## config.mk

```make
export PLATFORM = sky130hd
export DESIGN_NAME = crc8_frame_receiver_core
export DESIGN_NICKNAME = d
export VERILOG_FILES = /design/src/rtl/core/cfr_pkg.sv /design/src/rtl/core/cfr_cfg_regs.sv /design/src/rtl/core/cfr_parser.sv /design/src/rtl/core/crc8_frame_receiver_core.sv
export VERILOG_INCLUDE_DIRS = /design/src /design/src/rtl/core
export SDC_FILE = /design/constraint.sdc
export NUM_CORES = 1
export LEC_CHECK = 0
export ABC_AREA = 0
export BUFFER_PORTS_ARGS = -buffer_cell sky130_fd_sc_hd__buf_2
export CAP_MARGIN = 20
export CORE_ASPECT_RATIO = 0.6
export CORE_MARGIN = 2
export CORE_UTILIZATION = 54
export CTS_CLUSTER_SIZE = 40
export DETAILED_ROUTE_END_ITERATION = 7
export HOLD_SLACK_MARGIN = 0.06
export PLACE_DENSITY = 0.78
export SETUP_SLACK_MARGIN = 0.2
export SLEW_MARGIN = 25
export SYNTH_ARGS = -nofsm -noshare
export SYNTH_HDL_FRONTEND = slang
export SYNTH_SLANG_ARGS = --single-unit
```

## constraint.sdc

```tcl
create_clock -name clk -period 4.3 [get_ports clk]
set_clock_uncertainty 0.15 [all_clocks]
set_input_delay 0.86 -clock clk [delete_from_list [all_inputs] [get_ports clk]]
set_output_delay 0.86 -clock clk [all_outputs]
set_load 0.01 [all_outputs]
```

## src/rtl/core/assert_macros.svh

```systemverilog
// Assertion helpers; define ASSERT_OFF to compile them out.
`ifndef ASSERT_MACROS_SVH
`define ASSERT_MACROS_SVH

`ifndef ASSERT_OFF

`define ASSERT_IMPL(lbl, clk, rst, ante, cons) \
  lbl: assert property (@(posedge clk) disable iff (rst) (ante) |-> (cons)) \
    else $error("assertion failed");

`define ASSERT_NEXT(lbl, clk, rst, ante, cons) \
  lbl: assert property (@(posedge clk) disable iff (rst) (ante) |=> (cons)) \
    else $error("assertion failed");

`else

`define ASSERT_IMPL(lbl, clk, rst, ante, cons)

`define ASSERT_NEXT(lbl, clk, rst, ante, cons)

`endif

`endif

```

## src/rtl/core/cfr_pkg.sv

```systemverilog
package cfr_pkg;

  typedef enum logic [1:0] {
    CMD_START = 2'd0,
    CMD_BYTE  = 2'd1,
    CMD_TICK  = 2'd2
  } cmd_t;

  typedef enum logic [1:0] {
    ST_OK       = 2'd0,
    ST_CRC_ERR  = 2'd1,
    ST_LEN_ERR  = 2'd2,
    ST_TIMEOUT  = 2'd3
  } status_t;

  typedef enum logic [1:0] {
    REG_START_VALUE   = 2'd0,
    REG_TIMEOUT_TICKS = 2'd1,
    REG_MAX_PAYLOAD   = 2'd2
  } reg_index_t;

  localparam logic        KIND_PAYLOAD = 1'b0;
  localparam logic        KIND_STATUS  = 1'b1;

  localparam logic [7:0]  CRC_POLY         = 8'h31;
  localparam logic [7:0]  START_VALUE_RST  = 8'h00;
  localparam logic [15:0] TIMEOUT_TICKS_RST = 16'd100;
  localparam logic [7:0]  MAX_PAYLOAD_RST  = 8'hFF;
  localparam logic [15:0] TICKS_MAX        = 16'hFFFF;

  typedef struct packed {
    logic [7:0]  start_value;
    logic [15:0] timeout_ticks;
    logic [7:0]  max_payload;
  } cfg_t;

  typedef struct packed {
    logic       valid;
    logic       kind;
    logic [7:0] data_byte;
    logic [7:0] frame_addr;
    logic [7:0] frame_code;
    logic [7:0] frame_len;
    status_t    status;
  } result_t;

  function automatic logic [7:0] crc8_update(input logic [7:0] crc, input logic [7:0] b);
    logic [7:0] c;
    c = crc ^ b;
    for (int i = 0; i < 8; i++) begin
      if (c[7]) begin
        c = {c[6:0], 1'b0} ^ CRC_POLY;
      end else begin
        c = {c[6:0], 1'b0};
      end
    end
    return c;
  endfunction

endpackage

```

## src/rtl/core/cfr_cfg_regs.sv

```systemverilog
module cfr_cfg_regs (
  input  logic          clk,
  input  logic          rst,
  input  logic          cfg_we,
  input  logic [1:0]    cfg_index,
  input  logic [15:0]   cfg_data,
  output cfr_pkg::cfg_t cfg
);
  import cfr_pkg::*;

  always_ff @(posedge clk) begin
    if (rst) begin
      cfg.start_value   <= START_VALUE_RST;
      cfg.timeout_ticks <= TIMEOUT_TICKS_RST;
      cfg.max_payload   <= MAX_PAYLOAD_RST;
    end else if (cfg_we) begin
      case (reg_index_t'(cfg_index))
        REG_START_VALUE:   cfg.start_value   <= cfg_data[7:0];
        REG_TIMEOUT_TICKS: cfg.timeout_ticks <= cfg_data;
        REG_MAX_PAYLOAD:   cfg.max_payload   <= cfg_data[7:0];
        default: ;
      endcase
    end
  end

endmodule

```

## src/rtl/core/cfr_parser.sv

```systemverilog
module cfr_parser (
  input  logic             clk,
  input  logic             rst,
  input  logic             step,
  input  cfr_pkg::cmd_t    cmd,
  input  logic [7:0]       rx_byte,
  input  cfr_pkg::cfg_t    cfg,
  output cfr_pkg::result_t res
);
  import cfr_pkg::*;

  typedef enum logic [2:0] {
    PH_IDLE, PH_SOF, PH_ADDR, PH_CODE, PH_LEN, PH_PAYLOAD, PH_CRC
  } phase_t;

  phase_t      phase, phase_next;
  logic [7:0]  addr_reg, addr_reg_next;
  logic [7:0]  code_reg, code_reg_next;
  logic [7:0]  len_reg, len_reg_next;
  logic [7:0]  byte_index, byte_index_next;
  logic [7:0]  crc_acc, crc_acc_next;
  logic [15:0] elapsed_ticks, elapsed_ticks_next;
  logic [15:0] ticks_sat;
  logic [7:0]  crc_upd;
  logic [7:0]  index_inc;
  logic        emit;
  logic        emit_kind;
  logic [7:0]  emit_data;
  status_t     emit_status;

  assign crc_upd   = crc8_update(crc_acc, rx_byte);
  assign index_inc = byte_index + 8'd1;
  assign ticks_sat = (elapsed_ticks != TICKS_MAX) ? elapsed_ticks + 16'd1 : elapsed_ticks;

  always_comb begin
    phase_next         = phase;
    addr_reg_next      = addr_reg;
    code_reg_next      = code_reg;
    len_reg_next       = len_reg;
    byte_index_next    = byte_index;
    crc_acc_next       = crc_acc;
    elapsed_ticks_next = elapsed_ticks;
    emit               = 1'b0;
    emit_kind          = KIND_STATUS;
    emit_data          = 8'd0;
    emit_status        = ST_OK;
    if (cmd == CMD_START) begin
      phase_next         = PH_SOF;
      addr_reg_next      = 8'd0;
      code_reg_next      = 8'd0;
      len_reg_next       = 8'd0;
      byte_index_next    = 8'd0;
      crc_acc_next       = 8'd0;
      elapsed_ticks_next = 16'd0;
    end else if (phase != PH_IDLE) begin
      case (cmd)
        CMD_TICK: begin
          elapsed_ticks_next = ticks_sat;
          if (ticks_sat >= cfg.timeout_ticks) begin
            emit        = 1'b1;
            emit_status = ST_TIMEOUT;
            phase_next  = PH_IDLE;
          end
        end
        CMD_BYTE: begin
          case (phase)
            PH_SOF: begin
              if (rx_byte == cfg.start_value) begin
                crc_acc_next = 8'd0;
                phase_next   = PH_ADDR;
              end
            end
            PH_ADDR: begin
              addr_reg_next = rx_byte;
              crc_acc_next  = crc_upd;
              phase_next    = PH_CODE;
            end
            PH_CODE: begin
              code_reg_next = rx_byte;
              crc_acc_next  = crc_upd;
              phase_next    = PH_LEN;
            end
            PH_LEN: begin
              len_reg_next = rx_byte;
              crc_acc_next = crc_upd;
              if (rx_byte > cfg.max_payload) begin
                emit        = 1'b1;
                emit_status = ST_LEN_ERR;
                phase_next  = PH_IDLE;
              end else begin
                byte_index_next = 8'd0;
                phase_next      = (rx_byte == 8'd0) ? PH_CRC : PH_PAYLOAD;
              end
            end
            PH_PAYLOAD: begin
              crc_acc_next    = crc_upd;
              byte_index_next = index_inc;
              if (index_inc >= len_reg) begin
                phase_next = PH_CRC;
              end
              emit      = 1'b1;
              emit_kind = KIND_PAYLOAD;
              emit_data = rx_byte;
            end
            PH_CRC: begin
              emit        = 1'b1;
              emit_status = (rx_byte == crc_acc) ? ST_OK : ST_CRC_ERR;
              phase_next  = PH_IDLE;
            end
            default: phase_next = PH_IDLE;
          endcase
        end
        default: ;
      endcase
    end
  end

  always_comb begin
    res.valid      = emit;
    res.kind       = emit_kind;
    res.data_byte  = emit_data;
    res.frame_addr = addr_reg_next;
    res.frame_code = code_reg_next;
    res.frame_len  = len_reg_next;
    res.status     = emit_status;
  end

  always_ff @(posedge clk) begin
    if (rst) begin
      phase         <= PH_IDLE;
      addr_reg      <= 8'd0;
      code_reg      <= 8'd0;
      len_reg       <= 8'd0;
      byte_index    <= 8'd0;
      crc_acc       <= 8'd0;
      elapsed_ticks <= 16'd0;
    end else if (step) begin
      phase         <= phase_next;
      addr_reg      <= addr_reg_next;
      code_reg      <= code_reg_next;
      len_reg       <= len_reg_next;
      byte_index    <= byte_index_next;
      crc_acc       <= crc_acc_next;
      elapsed_ticks <= elapsed_ticks_next;
    end
  end

endmodule

```

## src/rtl/core/crc8_frame_receiver_core.sv

```systemverilog
// Frame receiver: takes one beat per cycle (start, received byte or timer tick),
// skips bytes until the start value, captures address, command and length,
// passes each payload byte out as it arrives and closes the frame with one
// status beat (ok, CRC mismatch, length over limit, timeout). CRC-8 is MSB-first,
// polynomial 0x31, init 0, over address, command, length and payload.
// Sustained rate is one beat per cycle while m_tready stays high; a beat goes
// from input to result through the input register, one parser step with a full
// byte-wide CRC update and the result register. While a result waits for
// m_tready the held input beat cannot step, so s_tready drops until the output
// register frees up. Write configuration only while idle.
`include "assert_macros.svh"

module crc8_frame_receiver_core (
  input  logic        clk,
  input  logic        rst,
  input  logic        s_tvalid,
  output logic        s_tready,
  input  logic [7:0]  s_tdata,    // [7:0] rx_byte
  input  logic [1:0]  s_tuser,    // [1:0] cmd
  output logic        m_tvalid,
  input  logic        m_tready,
  output logic [39:0] m_tdata,    // [7:0] data_byte, [15:8] frame_addr, [23:16] frame_code,
                                  // [31:24] frame_len, [33:32] status, [39:34] zero
  output logic [0:0]  m_tuser,    // [0] out_kind
  input  logic        cfg_we,
  input  logic [1:0]  cfg_index,
  input  logic [15:0] cfg_data
);
  import cfr_pkg::*;

  cfg_t       cfg;
  result_t    res;
  logic       in_valid;
  cmd_t       in_cmd;
  logic [7:0] in_byte;
  logic       advance;
  logic       out_valid;
  logic       out_kind;
  logic [7:0] out_data;
  logic [7:0] out_addr;
  logic [7:0] out_code;
  logic [7:0] out_len;
  status_t    out_status;

  assign advance  = in_valid && (!out_valid || m_tready);
  assign s_tready = !in_valid || advance;

  cfr_cfg_regs u_cfg (
    .clk       (clk),
    .rst       (rst),
    .cfg_we    (cfg_we),
    .cfg_index (cfg_index),
    .cfg_data  (cfg_data),
    .cfg       (cfg)
  );

  cfr_parser u_parser (
    .clk     (clk),
    .rst     (rst),
    .step    (advance),
    .cmd     (in_cmd),
    .rx_byte (in_byte),
    .cfg     (cfg),
    .res     (res)
  );

  always_ff @(posedge clk) begin
    if (rst) begin
      in_valid <= 1'b0;
    end else if (s_tvalid && s_tready) begin
      in_valid <= 1'b1;
    end else if (advance) begin
      in_valid <= 1'b0;
    end
    if (s_tvalid && s_tready) begin
      in_cmd  <= cmd_t'(s_tuser);
      in_byte <= s_tdata;
    end
  end

  always_ff @(posedge clk) begin
    if (rst) begin
      out_valid <= 1'b0;
    end else if (advance && res.valid) begin
      out_valid <= 1'b1;
    end else if (m_tready) begin
      out_valid <= 1'b0;
    end
    if (advance && res.valid) begin
      out_kind   <= res.kind;
      out_data   <= res.data_byte;
      out_addr   <= res.frame_addr;
      out_code   <= res.frame_code;
      out_len    <= res.frame_len;
      out_status <= res.status;
    end
  end

  assign m_tvalid = out_valid;
  assign m_tuser  = out_kind;
  assign m_tdata  = {6'd0, out_status, out_len, out_code, out_addr, out_data};

  `ASSERT_IMPL(a_status_no_data, clk, rst, m_tvalid && m_tuser[0], m_tdata[7:0] == 8'd0)
  `ASSERT_IMPL(a_payload_ok_status, clk, rst, m_tvalid && !m_tuser[0], m_tdata[33:32] == 2'd0)
  `ASSERT_IMPL(a_payload_has_len, clk, rst, m_tvalid && !m_tuser[0], m_tdata[31:24] != 8'd0)
  `ASSERT_NEXT(a_start_no_result, clk, rst, advance && in_cmd == CMD_START && !out_valid, !m_tvalid)

endmodule
```

After elaboration in Yosys (flattened, before gate mapping)
Cells that the tools add are included.
{"block": "word_totals", "ff_bits": 138, "in_bits": 33}
{"block": "classes", "n_addsub": 2, "n_lt_le_gt_ge": 3, "n_eq_ne": 18, "muxes": 59, "bitwise": 12, "reduce_logical": 31}
{"cell": "2-to-1 mux 8 bit", "n": 20}
{"cell": "2-to-1 mux 16 bit", "n": 4}
{"cell": "2-to-1 mux 6 bit", "n": 8}
{"cell": "case mux 8 bit (2 select lines)", "n": 2}
{"cell": "NOT 3 bit", "n": 8}
{"cell": "2-to-1 mux 3 bit", "n": 6}
{"cell": "adder 16 x 1 -> 16 bit, second input constant", "n": 1}
{"cell": "== test 8 bit", "n": 2}
{"cell": "greater-or-equal comparator 16 bit", "n": 1}
{"cell": "inequality test 16 bit, second input constant", "n": 1}
{"cell": "case mux 3 bit (5 select lines)", "n": 1}
{"cell": "nonzero test 3 bit", "n": 4}
{"cell": "2-to-1 mux 1 bit", "n": 10}
{"cell": "AND reduction 5 bit", "n": 2}
{"cell": "nonzero test 2 bit", "n": 5}
{"cell": "== test 3 bit, second input constant", "n": 3}
{"cell": "adder 8 x 1 -> 8 bit, second input constant", "n": 1}
{"cell": "greater-or-equal comparator 8 bit", "n": 1}
{"cell": "> comparator 8 bit", "n": 1}
{"cell": "logical NOT 8 bit", "n": 1}
{"cell": "inequality test 4 x 2 -> 1 bit, second input constant", "n": 2}
{"cell": "case mux 2 bit (2 select lines)", "n": 2}
{"cell": "OR reduction 4 bit", "n": 2}
{"cell": "bitwise XOR 8 bit", "n": 1}
{"cell": "19 further kinds", "n": 36}

Longest topological paths before layout
Gate-level depths: netlist (run 1).
{"block": "depth", "word_depth": 21, "depth_mapped": 14}

Modules after synthesis
A second synthesis (run 1) with hierarchy kept.
{"block": "unflattened", "hier_cells": 797, "area_unflattened_um2": 7484.7}
{"module": "cfr_parser", "instances": 1, "cells_per_inst": 599, "area_per_inst_um2": 4603.2, "seq_area_each_um2": 1181.1}
{"module": "crc8_frame_receiver_core", "instances": 1, "cells_per_inst": 63, "area_per_inst_um2": 1502.7, "seq_area_each_um2": 1391.3}
{"module": "cfr_cfg_regs", "instances": 1, "cells_per_inst": 135, "area_per_inst_um2": 1378.8, "seq_area_each_um2": 640.6}

Worst setup path before layout (run 1)
No wires, ideal clock.
{"block": "synth_path", "path_kind": "flip-flop to flip-flop", "from": "reg u_parser.elapsed_ticks[3]", "to": "reg out_kind, in the netlist m_tuser (enable)", "setup_time_ns": 0.437, "arrival_ns": 4.172, "required_time_ns": 3.713, "setup_slack_ns": -0.459, "path_stages_with_launch": 14, "n_path_buf": 1, "path_cell_list": "dfxtp_1 buf_2 and4_1 and3_1 and3b_1 nand3_1 mux2i_1 ha_1 and4_1 nand3_1 a221o_1 a31oi_1 a31oi_1 a21boi_1"}
{"block": "synth_via", "elab_chain_len": 8, "elab_cells_between_ends": 9, "classes_between": "add/sub (1); order compare (1); eq/ne (1); mux (5); reduce/logical (1)"}
{"item": "from (decl)", "line_no": "cfr_parser.sv:22", "source": "logic [15:0] elapsed_ticks, elapsed_ticks_next;"}
{"item": "from (signal assigned)", "line_no": "cfr_parser.sv:144", "source": "elapsed_ticks <= elapsed_ticks_next;"}
{"item": "adder 16 x 1 -> 16 bit or inequality test 16 bit (tied branches)", "line_no": "cfr_parser.sv:33", "source": "assign ticks_sat = (elapsed_ticks != TICKS_MAX) ? elapsed_ticks + 16'd1 : elapsed_ticks;"}
{"item": "2-to-1 mux 16 bit (*)", "line_no": "cfr_parser.sv:33"}
{"item": "greater-or-equal comparator 16 bit (*)", "line_no": "cfr_parser.sv:59", "source": "if (ticks_sat >= cfg.timeout_ticks) begin"}
{"item": "2-to-1 mux 1 bit (*)", "line_no": "cfr_parser.sv:59"}
{"item": "case mux 1 bit (2 select lines) (*)", "line_no": "cfr_parser.sv:56", "source": "case (cmd)"}
{"item": "2-to-1 mux 1 bit (*)", "line_no": "cfr_parser.sv:55", "source": "end else if (phase != PH_IDLE) begin"}
{"item": "2-to-1 mux 1 bit (*)", "line_no": "cfr_parser.sv:47", "source": "if (cmd == CMD_START) begin"}
{"item": "logical AND 1 bit (*)", "line_no": "crc8_frame_receiver_core.sv:89", "source": "if (advance && res.valid) begin"}
{"item": "to (signal assigned)", "line_no": "crc8_frame_receiver_core.sv:90", "source": "out_kind <= res.kind;"}
{"item": "to (decl)", "line_no": "crc8_frame_receiver_core.sv:38", "source": "logic out_kind;"}
Mark *: on every way between the ends. The rest lies on a longest branch, timed or not.
A chain may end at the register's enable or synchronous reset.

Worst setup path in the final report (run 1)
{"block": "layout_path", "from": "reg u_parser.elapsed_ticks[3]", "to": "reg out_data[5] (enable)"}
{"block": "layout_via", "elab_chain_len": 8, "elab_cells_between_ends": 9, "classes_between": "add/sub (1); order compare (1); eq/ne (1); mux (5); reduce/logical (1)"}
{"item": "adder 16 x 1 -> 16 bit or inequality test 16 bit (tied branches)", "line_no": "cfr_parser.sv:33"}
{"item": "2-to-1 mux 16 bit (*)", "line_no": "cfr_parser.sv:33"}
{"item": "greater-or-equal comparator 16 bit (*)", "line_no": "cfr_parser.sv:59"}
{"item": "2-to-1 mux 1 bit (*)", "line_no": "cfr_parser.sv:59"}
{"item": "case mux 1 bit (2 select lines) (*)", "line_no": "cfr_parser.sv:56"}
{"item": "2-to-1 mux 1 bit (*)", "line_no": "cfr_parser.sv:55"}
{"item": "2-to-1 mux 1 bit (*)", "line_no": "cfr_parser.sv:47"}
{"item": "logical AND 1 bit (*)", "line_no": "crc8_frame_receiver_core.sv:89"}
{"item": "to (signal assigned)", "line_no": "crc8_frame_receiver_core.sv:91", "source": "out_data <= res.data_byte;"}
{"item": "to (decl)", "line_no": "crc8_frame_receiver_core.sv:39", "source": "logic [7:0] out_data;"}
Marks and branches as above.

==> results of run 1 <==
-- logic make-up after synthesis --
logic type | share of synthesized area, %
compound gates | 15.56
xor+xnor | 5.817
fa+ha+maj | 6.692
buf+inv | 5.782
flops | 44.06
mux | 1.973
other cells | 0.05143
simple gates | 20.06
-- routing by layer --
metal / vias to the layer above / share of wire, % / GRT usage, %
met2: 252 / 41 / 35.69
li1: 2959 / - / -
met1: 2864 / 50 / 37.92
met4: 2 / 1.2 / 7.009
met5: - / 0.53 / 5.495
met3: 24 / 6.9 / 5.351
-- final timing paths --
check        slack [ns]  depth (start not counted)              endpoint
max                0.39                         13           out_data[5]
min                0.30                          2  u_parser.code_reg[2]
max reg2reg        0.39                         13           out_data[5]
min reg2reg        0.30                          2  u_parser.code_reg[2]
-- through the flow --
| stage | utilization [%] | total power [mW] | hold slack [ns] |
|---|---|---|---|
| final | 63.51 | 3.033 | 0.3034 |
| after global routing | 63.51 | 3.115 | 0.3246 |
| after CTS | 63.49 | 3.033 | 0.3057 |
| after detailed placement | 59.02 | 1.618 | 0.2981 |
| after global placement | 59.02 | 1.616 | 0.2940 |
| after floorplan | - | 1.558 | 0.2863 |
-- timing repair --
item	CTS	global route
gates resized for setup	0	1
hold buffers	0	0
setup endpoints to repair	0	35
setup buffers	0	0
-- Yosys cell counts, drive strengths merged, types with 10 or more instances --
master / count
nand2: 157
a31oi: 11
mux2i: 11
xnor2: 25
clkbuf: 31
edfxtp: 45
inv: 41
xor2: 19
a22oi: 10
ha: 39
nand3: 28
nor2: 46
o211ai: 11
and2: 12
a21oi: 92
o21ai: 28
and3: 12
nor3: 10
dfxtp: 93
buf: 27
-- layout make-up --
cell class / instances / area [um2]
Inverter: 41 / 153.9
Sequential cell: 138 / 3213
Tap cell: 170 / 212.7
Multi-Input combinational cell: 597 / 3692
Fill cell: 1070 / 4748
Clock inverter: 6 / 61.31
Timing Repair Buffer: 76 / 410.4
Clock buffer: 26 / 520.5
-- power groups by stage --
stage | Sequential (mW) | Clock (mW) | Combinational [mW]
6_report | 1.39 | 1.44 | 0.203
5_1_grt | 1.40 | 1.49 | 0.225
4_1_cts | 1.39 | 1.44 | 0.201
3_3_place_gp | 1.42 | 0 | 0.197
3_5_place_dp | 1.42 | 0 | 0.198
2_1_floorplan | 1.40 | 0 | 0.162
-- worst max-delay path, cell delays in order (launching register included) --
cell and delay, ns:
dfxtp_1 0.51, and4_1 0.29, and2_1 0.27, nand3_2 0.31, nand3_1 0.24, xnor2_1 0.11, ha_1 0.33, and4_1 0.19
nand3_1 0.08, a221o_1 0.28, a31oi_1 0.24, a31oi_1 0.14, a21boi_4 0.21, buf_12 0.23
==> impl_metrics.env, run 1 <==
export IMPL_p_int_mw=2.327
export IMPL_ys_types=68
export IMPL_die_width_um=154.0
export IMPL_htree_levels=4
export IMPL_via_per_inst=5.788
export IMPL_seq_power_share_pct=45.9
export IMPL_track_usage_pct=25.18
export IMPL_largest_reg_flops=32
export IMPL_hpwl_mm=12.34
export IMPL_hold_start="u_parser.code_reg[2]"
export IMPL_power_density_nw_per_um2=367.0
export IMPL_cts_tree="built"
export IMPL_cts_sinks=138
export IMPL_finalNonFillerCells=1054
export IMPL_period_share_pct=91.03
export IMPL_grt_overflow=0
export IMPL_routed_wl_mm=17.89
export IMPL_p_sw_share_pct=23.27
export IMPL_slew_violations=0
export IMPL_final_hold_viol_count=0
export IMPL_place_ws_ns=0.4416
export IMPL_final_antenna_net_count=0
export IMPL_fp_coreArea_um2=13010
export IMPL_port_buffers=69
export IMPL_placed_area_um2=7680
export IMPL_drive_above_1_share_pct=13.91
export IMPL_area_growth_synth_to_final_pct=13.33
export IMPL_syn_avg_cell_area_um2=8.796
export IMPL_die_h_um=94.01
export IMPL_regMostFlops="u_cfg.cfg"
export IMPL_root_buffer="clkbuf_16"
export IMPL_setup_ws_ns=0.3858
export IMPL_initial_core_util_pct=56.04
export IMPL_min_period_ns=3.914
export IMPL_cp_arrival_ns=3.87
export IMPL_netlist_area_um2=7292
export IMPL_nets=943
export IMPL_outcome="finished, final reports clean"
export IMPL_power_switching_uw=705.7
export IMPL_cp_start_kind="flop"
export IMPL_pwr_share_clk_pct=47.3
export IMPL_grt_max_degree=36
export IMPL_drcViolationCount=0
export IMPL_top_regs="u_cfg.cfg x32, u_parser.elapsed_ticks x16"
export IMPL_num_vias=6101
export IMPL_synthFlopType="dfxtp_1"
export IMPL_synth_seq_cells=138
export IMPL_grt_pass1_vias=5525
export IMPL_synthTopCellsByArea="dfxtp_1 (26%), edfxtp_1 (19%), nand2_1 (8.1%)"
export IMPL_wl_per_cell_um=16.97
export IMPL_layout_common_cells="nand2_1 (157), dfxtp_1 (93), a21oi_1 (91), buf_2 (69)"
export IMPL_first_iter_violations=737
export IMPL_p_leak_nw=3.293
export IMPL_fmax_mhz=255.5
export IMPL_max_vdd_ir_drop_mv=0.2107
export IMPL_antenna_found_initial=0
export IMPL_critPathMaxFanout=35
export IMPL_ys_seq_area_share_pct=44.06
export IMPL_criticalPathCategory="reg2reg"
export IMPL_hold_path_class="reg2reg"
export IMPL_dr_pass1_iters=5
export IMPL_cts_buffer_depth=2
export IMPL_grt_pass1_wl_mm=28.44
export IMPL_worst_slew_pin_slew_ns=0.9888
export IMPL_yosys_area_top_type="dfxtp_1"
export IMPL_crit_path_end_kind="flop"
export IMPL_setup_tns_final_ns=0
export IMPL_rsz0062_at_grt="false"
export IMPL_cts_buffers=17
export IMPL_async_reset_ff_share_pct=0
export IMPL_cp_data_required_time_ns=4.26
export IMPL_clock_latency_ns=0.42
export IMPL_layout_commonest_cell="nand2_1"
export IMPL_place_congestion=0.9462
export IMPL_synth_top_area_share_pct=25.53
export IMPL_placed_cells=1022
export IMPL_ios=76
export IMPL_setup_violations=0
export IMPL_die_area_um2=14480
export IMPL_row_count=32
export IMPL_drv_cap=0
export IMPL_n_antenna_cell=0
export IMPL_power_frac_comb_pct=6.7
export IMPL_design_area_um2=8264
export IMPL_ys_warn_count=0
export IMPL_reg2reg_from="u_parser.elapsed_ticks[3]"
export IMPL_synth_edf_count=45
export IMPL_slew_headroom_pct=33.64
export IMPL_cp_startpoint="u_parser.elapsed_ticks[3]"
export IMPL_syn_inst=829
export IMPL_clkTransAtPathRegs_ns=0.06
(Power assumes the default switching activity.)
==> run 2, diff against run 1 <==
Settings changed: CORE_ASPECT_RATIO 0.6 to 1.5.
==> run 2 against run 1 <==
Against the previous run: die area barely moved; critical path depth stayed put; maximum frequency grew 0.76%; setup slack better by 0.029 ns; first-iteration DRC count fell by 48%; global-route usage shrank 1.1 points; worst hold slack better by 0.0013 ns; sequential share of layout area down 0.13 points; final area rose by 0.33%; clock power barely moved.
==> impl_metrics.env, run 2 (same netlist as run 1, synthesis figures left out) <==
export IMPL_outcome="finished, final reports clean"
export IMPL_placed_area_um2=7682
export IMPL_drive_above_1_share_pct=14.45
export IMPL_holdPathStages=2
export IMPL_slew_headroom_pct=38.04
export IMPL_hold_path_class="reg2reg"
export IMPL_p_leak_nw=3.304
export IMPL_final_antenna_net_count=0
export IMPL_cts_buffer_depth=2
export IMPL_htree_levels=4
export IMPL_dr_pass1_iters=5
export IMPL_ios=76
export IMPL_worst_slew_pin_slew_ns=0.9259
export IMPL_port_buffers=69
export IMPL_die_width_um=98.88
export IMPL_final_hold_viol_count=0
export IMPL_n_antenna_cell=0
export IMPL_initial_core_util_pct=54.67
export IMPL_grt_max_degree=41
export IMPL_via_per_inst=5.821
export IMPL_cts_sinks=138
export IMPL_routed_wl_mm=17.17
export IMPL_num_vias=6100
export IMPL_layout_common_cells="nand2_1 (157), dfxtp_1 (93), a21oi_1 (91), buf_2 (69)"
export IMPL_power_density_nw_per_um2=366.3
export IMPL_r2r_cells=13
export IMPL_drv_cap=0
export IMPL_clock_latency_ns=0.43
export IMPL_cts_tree="built"
export IMPL_cts_buffers=17
export IMPL_root_buffer="clkbuf_16"
export IMPL_period_share_pct=90.34
export IMPL_grt_pass1_vias=5783
export IMPL_drcViolationCount=0
export IMPL_crit_path_end_kind="flop"
export IMPL_critPathMaxFanout=35
export IMPL_cp_data_required_time_ns=4.26
export IMPL_setup_tns_final_ns=0
export IMPL_reg2reg_from="u_parser.elapsed_ticks[3]"
export IMPL_timing_rr_end="out_code[7]"
export IMPL_die_h_um=146.3
export IMPL_cp_arrival_ns=3.85
export IMPL_setup_violations=0
export IMPL_criticalPathCategory="reg2reg"
export IMPL_row_count=52
export IMPL_fp_coreArea_um2=13340
export IMPL_top_regs="u_cfg.cfg x32, u_parser.elapsed_ticks x16"
export IMPL_postCtsSetupBuffers=0
export IMPL_holdPathEnd="u_cfg.cfg[20]"
export IMPL_slew_violations=0
export IMPL_rsz0062_at_grt="false"
export IMPL_die_area_um2=14470
export IMPL_fmax_mhz=257.4
export IMPL_place_congestion=0.8768
export IMPL_design_area_um2=8292
export IMPL_reg2reg_slack_ns=0.42
export IMPL_antenna_found_initial=0
export IMPL_first_iter_violations=381
export IMPL_clkTransAtPathRegs_ns=0.06
export IMPL_max_vdd_ir_drop_mv=0.2232
export IMPL_regMostFlops="u_cfg.cfg"
export IMPL_hpwl_mm=12.07
export IMPL_area_growth_synth_to_final_pct=13.71
export IMPL_hold_start="u_cfg.cfg[20]"
export IMPL_grt_overflow=0
export IMPL_nets=945
export IMPL_grt_pass1_wl_mm=27.83
export IMPL_layout_commonest_cell="nand2_1"
export IMPL_largest_reg_flops=32
export IMPL_wl_per_cell_um=16.38
export IMPL_cp_start_kind="flop"
export IMPL_track_usage_pct=24.09
export IMPL_min_period_ns=3.885
## run 2: changes by cell type in the layout (fill, tap and decap cells not counted), sizes merged
cell | before | now
bufinv | 1 | 0
inv | 41 | 44
buf | 76 | 78
clkbuf | 26 | 22
clkinvlp | 1 | 3
## run 2: critical path: stages, from the launching register on
cell	delay, ns
dfxtp_1	0.51
and4_1	0.30
and2_1	0.31
nand3_4	0.23
nand3_1	0.20
xnor2_1	0.10
ha_1	0.32
and4_1	0.23
nand3_1	0.08
a221o_1	0.28
a31oi_1	0.28
a31oi_1	0.15
a21boi_4	0.20
buf_12	0.23
## run 2: how the worst max path moves through the flow
| stage | endpoint | startpoint | slack [ns] | depth (start not counted) |
|---|---|---|---|---|
| after floorplan | m_tuser | u_parser.elapsed_ticks[3] | 0.53 | 13 |
| after global placement | out_addr[1] | u_parser.elapsed_ticks[3] | 0.55 | 13 |
| final | out_code[7] | u_parser.elapsed_ticks[3] | 0.42 | 13 |
| after detailed placement | out_data[1] | u_parser.elapsed_ticks[3] | 0.41 | 13 |
| after CTS | out_code[7] | u_parser.elapsed_ticks[3] | 0.35 | 13 |
| after global routing | out_code[7] | u_parser.elapsed_ticks[3] | 0.25 | 13 |
## run 2: layer usage
metal	vias to the layer above	GRT usage, %	wire length, um
met5	-	0	0
met2	201	41.69	8868
met3	57	3.686	752
li1	2964	-	-
met4	0	13.15	750
met1	2878	28.20	6796
## run 2: layout make-up
cell class              count  area [um2]
well taps                 162       202.7
multi-input cells         597        3701
clock buffers              22       518.0
clock inverters            10       77.57
fillers                  1138        5046
inverters                  41       153.9
repair buffers             78       425.4
flip-flops and latches    138        3213
## run 2: what timing repair did
item / CTS / global route
setup endpoints to repair: 0 / 35
resized for setup: 0 / 2
hold buffers: 0 / 0
## run 2: power breakdown
group / internal (mW) / switching (mW)
clock: 0.861 / 0.580
sequential: 1.36 / 0.0320
combinational: 0.0763 / 0.127
total: 2.30 / 0.739
## run 2: per-stage QoR
| stage | util [%] | instances | hold slack, ns | power, mW | worst slack, ns |
|---|---|---|---|---|---|
| 2_1_floorplan | - | 834 | 0.2863 | 1.558 | 0.5313 |
| 3_3_place_gp | 57.60 | 1016 | 0.2919 | 1.616 | 0.5460 |
| 3_5_place_dp | 57.60 | 1016 | 0.2971 | 1.620 | 0.4129 |
| 4_1_cts | 62.06 | 1048 | 0.3041 | 3.045 | 0.3479 |
| 5_1_grt | 62.17 | 1048 | 0.3212 | 3.130 | 0.2457 |
| 6_report | 62.17 | 1048 | 0.3047 | 3.037 | 0.4152 |
==> run 3, diff against run 2 <==
Settings changed: SYNTH_HIERARCHICAL from default to 1.
==> run 3 against run 2 <==
Against the previous run: power is 2.1% lower; maximum frequency decreased by 0.31%; wire length shrank 4.9%; largest cell class unchanged; clock power about the same; largest power group unchanged; global-route usage down 1.7 points; clock-buffer cell count shrank 3; highest routed layer unchanged; sequential power about the same.
==> impl_metrics.env, run 3 <==
export IMPL_grt_pass1_vias=5616
export IMPL_synth_seq_cells=138
export IMPL_slowest_delay_ns=0.41
export IMPL_layout_common_cells="dfxtp_1 (92), nor2_1 (83), nand2_1 (78), buf_2 (69), a21oi_1 (60)"
export IMPL_drv_cap=0
export IMPL_nets=918
export IMPL_htree_levels=4
export IMPL_via_per_inst=5.677
export IMPL_ios=76
export IMPL_syn_inst=797
export IMPL_routed_wl_mm=16.32
export IMPL_p_int_mw=2.288
export IMPL_slew_headroom_pct=33.75
export IMPL_die_width_um=100.1
export IMPL_crit_path_end_kind="flop"
export IMPL_hpwl_mm=11.45
export IMPL_row_count=52
export IMPL_cts_buffers=17
export IMPL_power_switching_uw=684.7
export IMPL_p_sw_share_pct=23.03
export IMPL_async_reset_ff_share_pct=0
export IMPL_clkTransAtPathRegs_ns=0.06
export IMPL_drcViolationCount=0
export IMPL_slew_violations=0
export IMPL_min_period_ns=3.897
export IMPL_critPathMaxFanout=35
export IMPL_ys_seq_area_share_pct=42.93
export IMPL_cp_arrival_ns=3.86
export IMPL_area_growth_synth_to_final_pct=12.77
export IMPL_cts_buffer_depth=2
export IMPL_fp_coreArea_um2=13530
export IMPL_seq_power_share_pct=46.5
export IMPL_criticalPathCategory="reg2reg"
export IMPL_final_hold_viol_count=0
export IMPL_place_congestion=0.9144
export IMPL_top_regs="u_cfg/cfg x32, u_parser/elapsed_ticks x16"
export IMPL_track_usage_pct=22.41
export IMPL_p_leak_nw=3.428
export IMPL_root_buffer="clkbuf_16"
export IMPL_synthFlopType="dfxtp_1"
export IMPL_grt_overflow=0
export IMPL_grt_max_degree=99
export IMPL_crit_slowest_cell="dfxtp_1"
export IMPL_max_vdd_ir_drop_mv=0.2740
export IMPL_wl_per_cell_um=15.97
export IMPL_synthTopCellsByArea="dfxtp_1 (25%), edfxtp_1 (18%), mux2i_1 (7.6%)"
export IMPL_antenna_found_initial=0
export IMPL_ys_warn_count=6
export IMPL_worst_slew_pin_slew_ns=0.9937
export IMPL_setup_tns_final_ns=0
export IMPL_final_antenna_net_count=0
export IMPL_critPathBufInv=2
export IMPL_grt_pass1_wl_mm=26.43
export IMPL_port_buffers=69
export IMPL_pwr_share_clk_pct=47.7
export IMPL_synth_edf_count=45
export IMPL_regMostFlops="u_cfg/cfg"
export IMPL_crit_chain="ha_2 -> nand3_4 -> nor4_4 -> buf_4 -> nand4_1 -> mux2_4 -> ha_1 -> nand4_1 -> nor4_2 -> o31ai_1 -> nand3_1 -> a21oi_1 -> a21oi_1 -> nand2_1 -> nor2b_4 -> buf_12"
export IMPL_synth_top_area_share_pct=24.87
export IMPL_worst_path_dominant_cell_family="simple AND/OR/NAND/NOR gates"
export IMPL_cp_data_required_time_ns=4.26
export IMPL_fmax_mhz=256.6
export IMPL_n_antenna_cell=0
export IMPL_die_h_um=148.2
export IMPL_cp_start_kind="flop"
export IMPL_fin_util_pct=62.37
export IMPL_layout_commonest_cell="dfxtp_1"
export IMPL_syn_avg_cell_area_um2=9.391
export IMPL_cts_sinks=138
export IMPL_hold_path_class="reg2reg"
export IMPL_power_frac_comb_pct=5.9
export IMPL_dr_pass1_iters=5
export IMPL_synth_most_common_cell="dfxtp_1"
export IMPL_netlist_area_um2=7485
export IMPL_die_area_um2=14840
export IMPL_largest_reg_flops=32
export IMPL_cts_tree="built"
export IMPL_yosys_top_cells_count="dfxtp_1 (93), nor2_1 (84), nand2_1 (78)"
export IMPL_ys_types=69
export IMPL_multi_input_area_um2=3870
export IMPL_outcome="finished, final reports clean"
export IMPL_power_density_nw_per_um2=352.2
export IMPL_rsz0062_at_grt="false"
export IMPL_clock_latency_ns=0.41
export IMPL_num_vias=5802
export IMPL_regArea_um2=3214
export IMPL_initial_core_util_pct=55.31
export IMPL_first_iter_violations=297
export IMPL_drive_above_1_share_pct=15.58
export IMPL_fillerInstances=1131
export IMPL_period_share_pct=90.63
export IMPL_yosys_area_top_type="dfxtp_1"
export IMPL_setup_violations=0
run 3: cell types whose count changed after synthesis, sizes merged, moves of 9 or more:
| cell | previous run | this run |
|---|---|---|
| nor2 | 46 | 84 |
| mux2i | 11 | 57 |
| o31ai | 0 | 9 |
| a21oi | 92 | 61 |
| nand2b | 3 | 45 |
| buf | 27 | 39 |
| nand2 | 157 | 79 |
| nand3 | 28 | 14 |
| nand4 | 3 | 17 |
| clkbuf | 31 | 11 |
run 3: logic make-up (layout without fill, tap and decap cells):
group	after synthesis	in the layout	share of synthesized area, %
simple gates	288	288	19.21
flops	138	138	42.93
compound gates	134	134	11.27
buf+inv	91	149	5.934
mux	62	62	8.475
xor+xnor	45	45	5.784
fa+ha+maj	38	38	6.352
other cells	1	6	0.05010
run 3: what timing repair did:
action | CTS | global route
endpoints found under the setup margin | 0 | 35
gates resized for setup | 0 | 5
hold buffers | 0 | 0
buffers inserted | 0 | 1
run 3: worst paths after layout:
| kind | startpoint | to | slack, ns | depth (start not counted) |
|---|---|---|---|---|
| setup / recovery | u_parser/elapsed_ticks[1] | out_addr[5] | 0.40 | 16 |
| hold / removal | u_cfg/cfg[18] | u_cfg/cfg[18] | 0.32 | 2 |
| setup reg to reg | u_parser/elapsed_ticks[1] | out_addr[5] | 0.40 | 16 |
| hold reg to reg | u_cfg/cfg[18] | u_cfg/cfg[18] | 0.32 | 2 |
run 3: metrics by stage:
step,instance area [um2],hold WS (ns),setup WS [ns],cells,power [mW]
3_5_place_dp,7839,0.3112,0.4343,989,1.580
3_3_place_gp,7839,0.3107,0.4926,989,1.576
6_report,8441,0.3240,0.4030,1022,2.972
4_1_cts,8416,0.3244,0.4069,1021,2.988
2_1_floorplan,7511,0.2987,0.3209,802,1.536
5_1_grt,8441,0.3451,0.1242,1022,3.072
run 3: power by group through the flow:
stage | registers, mW | logic (mW) | clock network, mW
2_1_floorplan | 1.39 | 0.144 | 0
3_3_place_gp | 1.41 | 0.168 | 0
3_5_place_dp | 1.41 | 0.172 | 0
4_1_cts | 1.38 | 0.173 | 1.44
5_1_grt | 1.38 | 0.190 | 1.50
6_report | 1.38 | 0.174 | 1.42
run 3: routing by layer:
metal  global-route usage, %  share of wire (%)  up-vias
li1                        -                  -     2848
met1                   26.73                 41     2729
met2                   39.33                 52      191
met3                   3.759                4.7       34
met4                   9.658                2.5        0
met5                       0                  0        -
run 3: layout make-up:
type	instances	share of cell area (%)
Clock buffer	19	5.129
Tap cell	162	2.401
Inverter	41	1.823
Clock inverter	13	1.705
Timing Repair Buffer	76	5.010
Multi-Input combinational cell	573	45.85
Sequential cell	138	38.08
run 3: tightest hold or removal path: stages, from the launching register on:
cell and delay (ns):
dfxtp_1 0.31, nand2b_1 0.06, mux2i_1 0.06
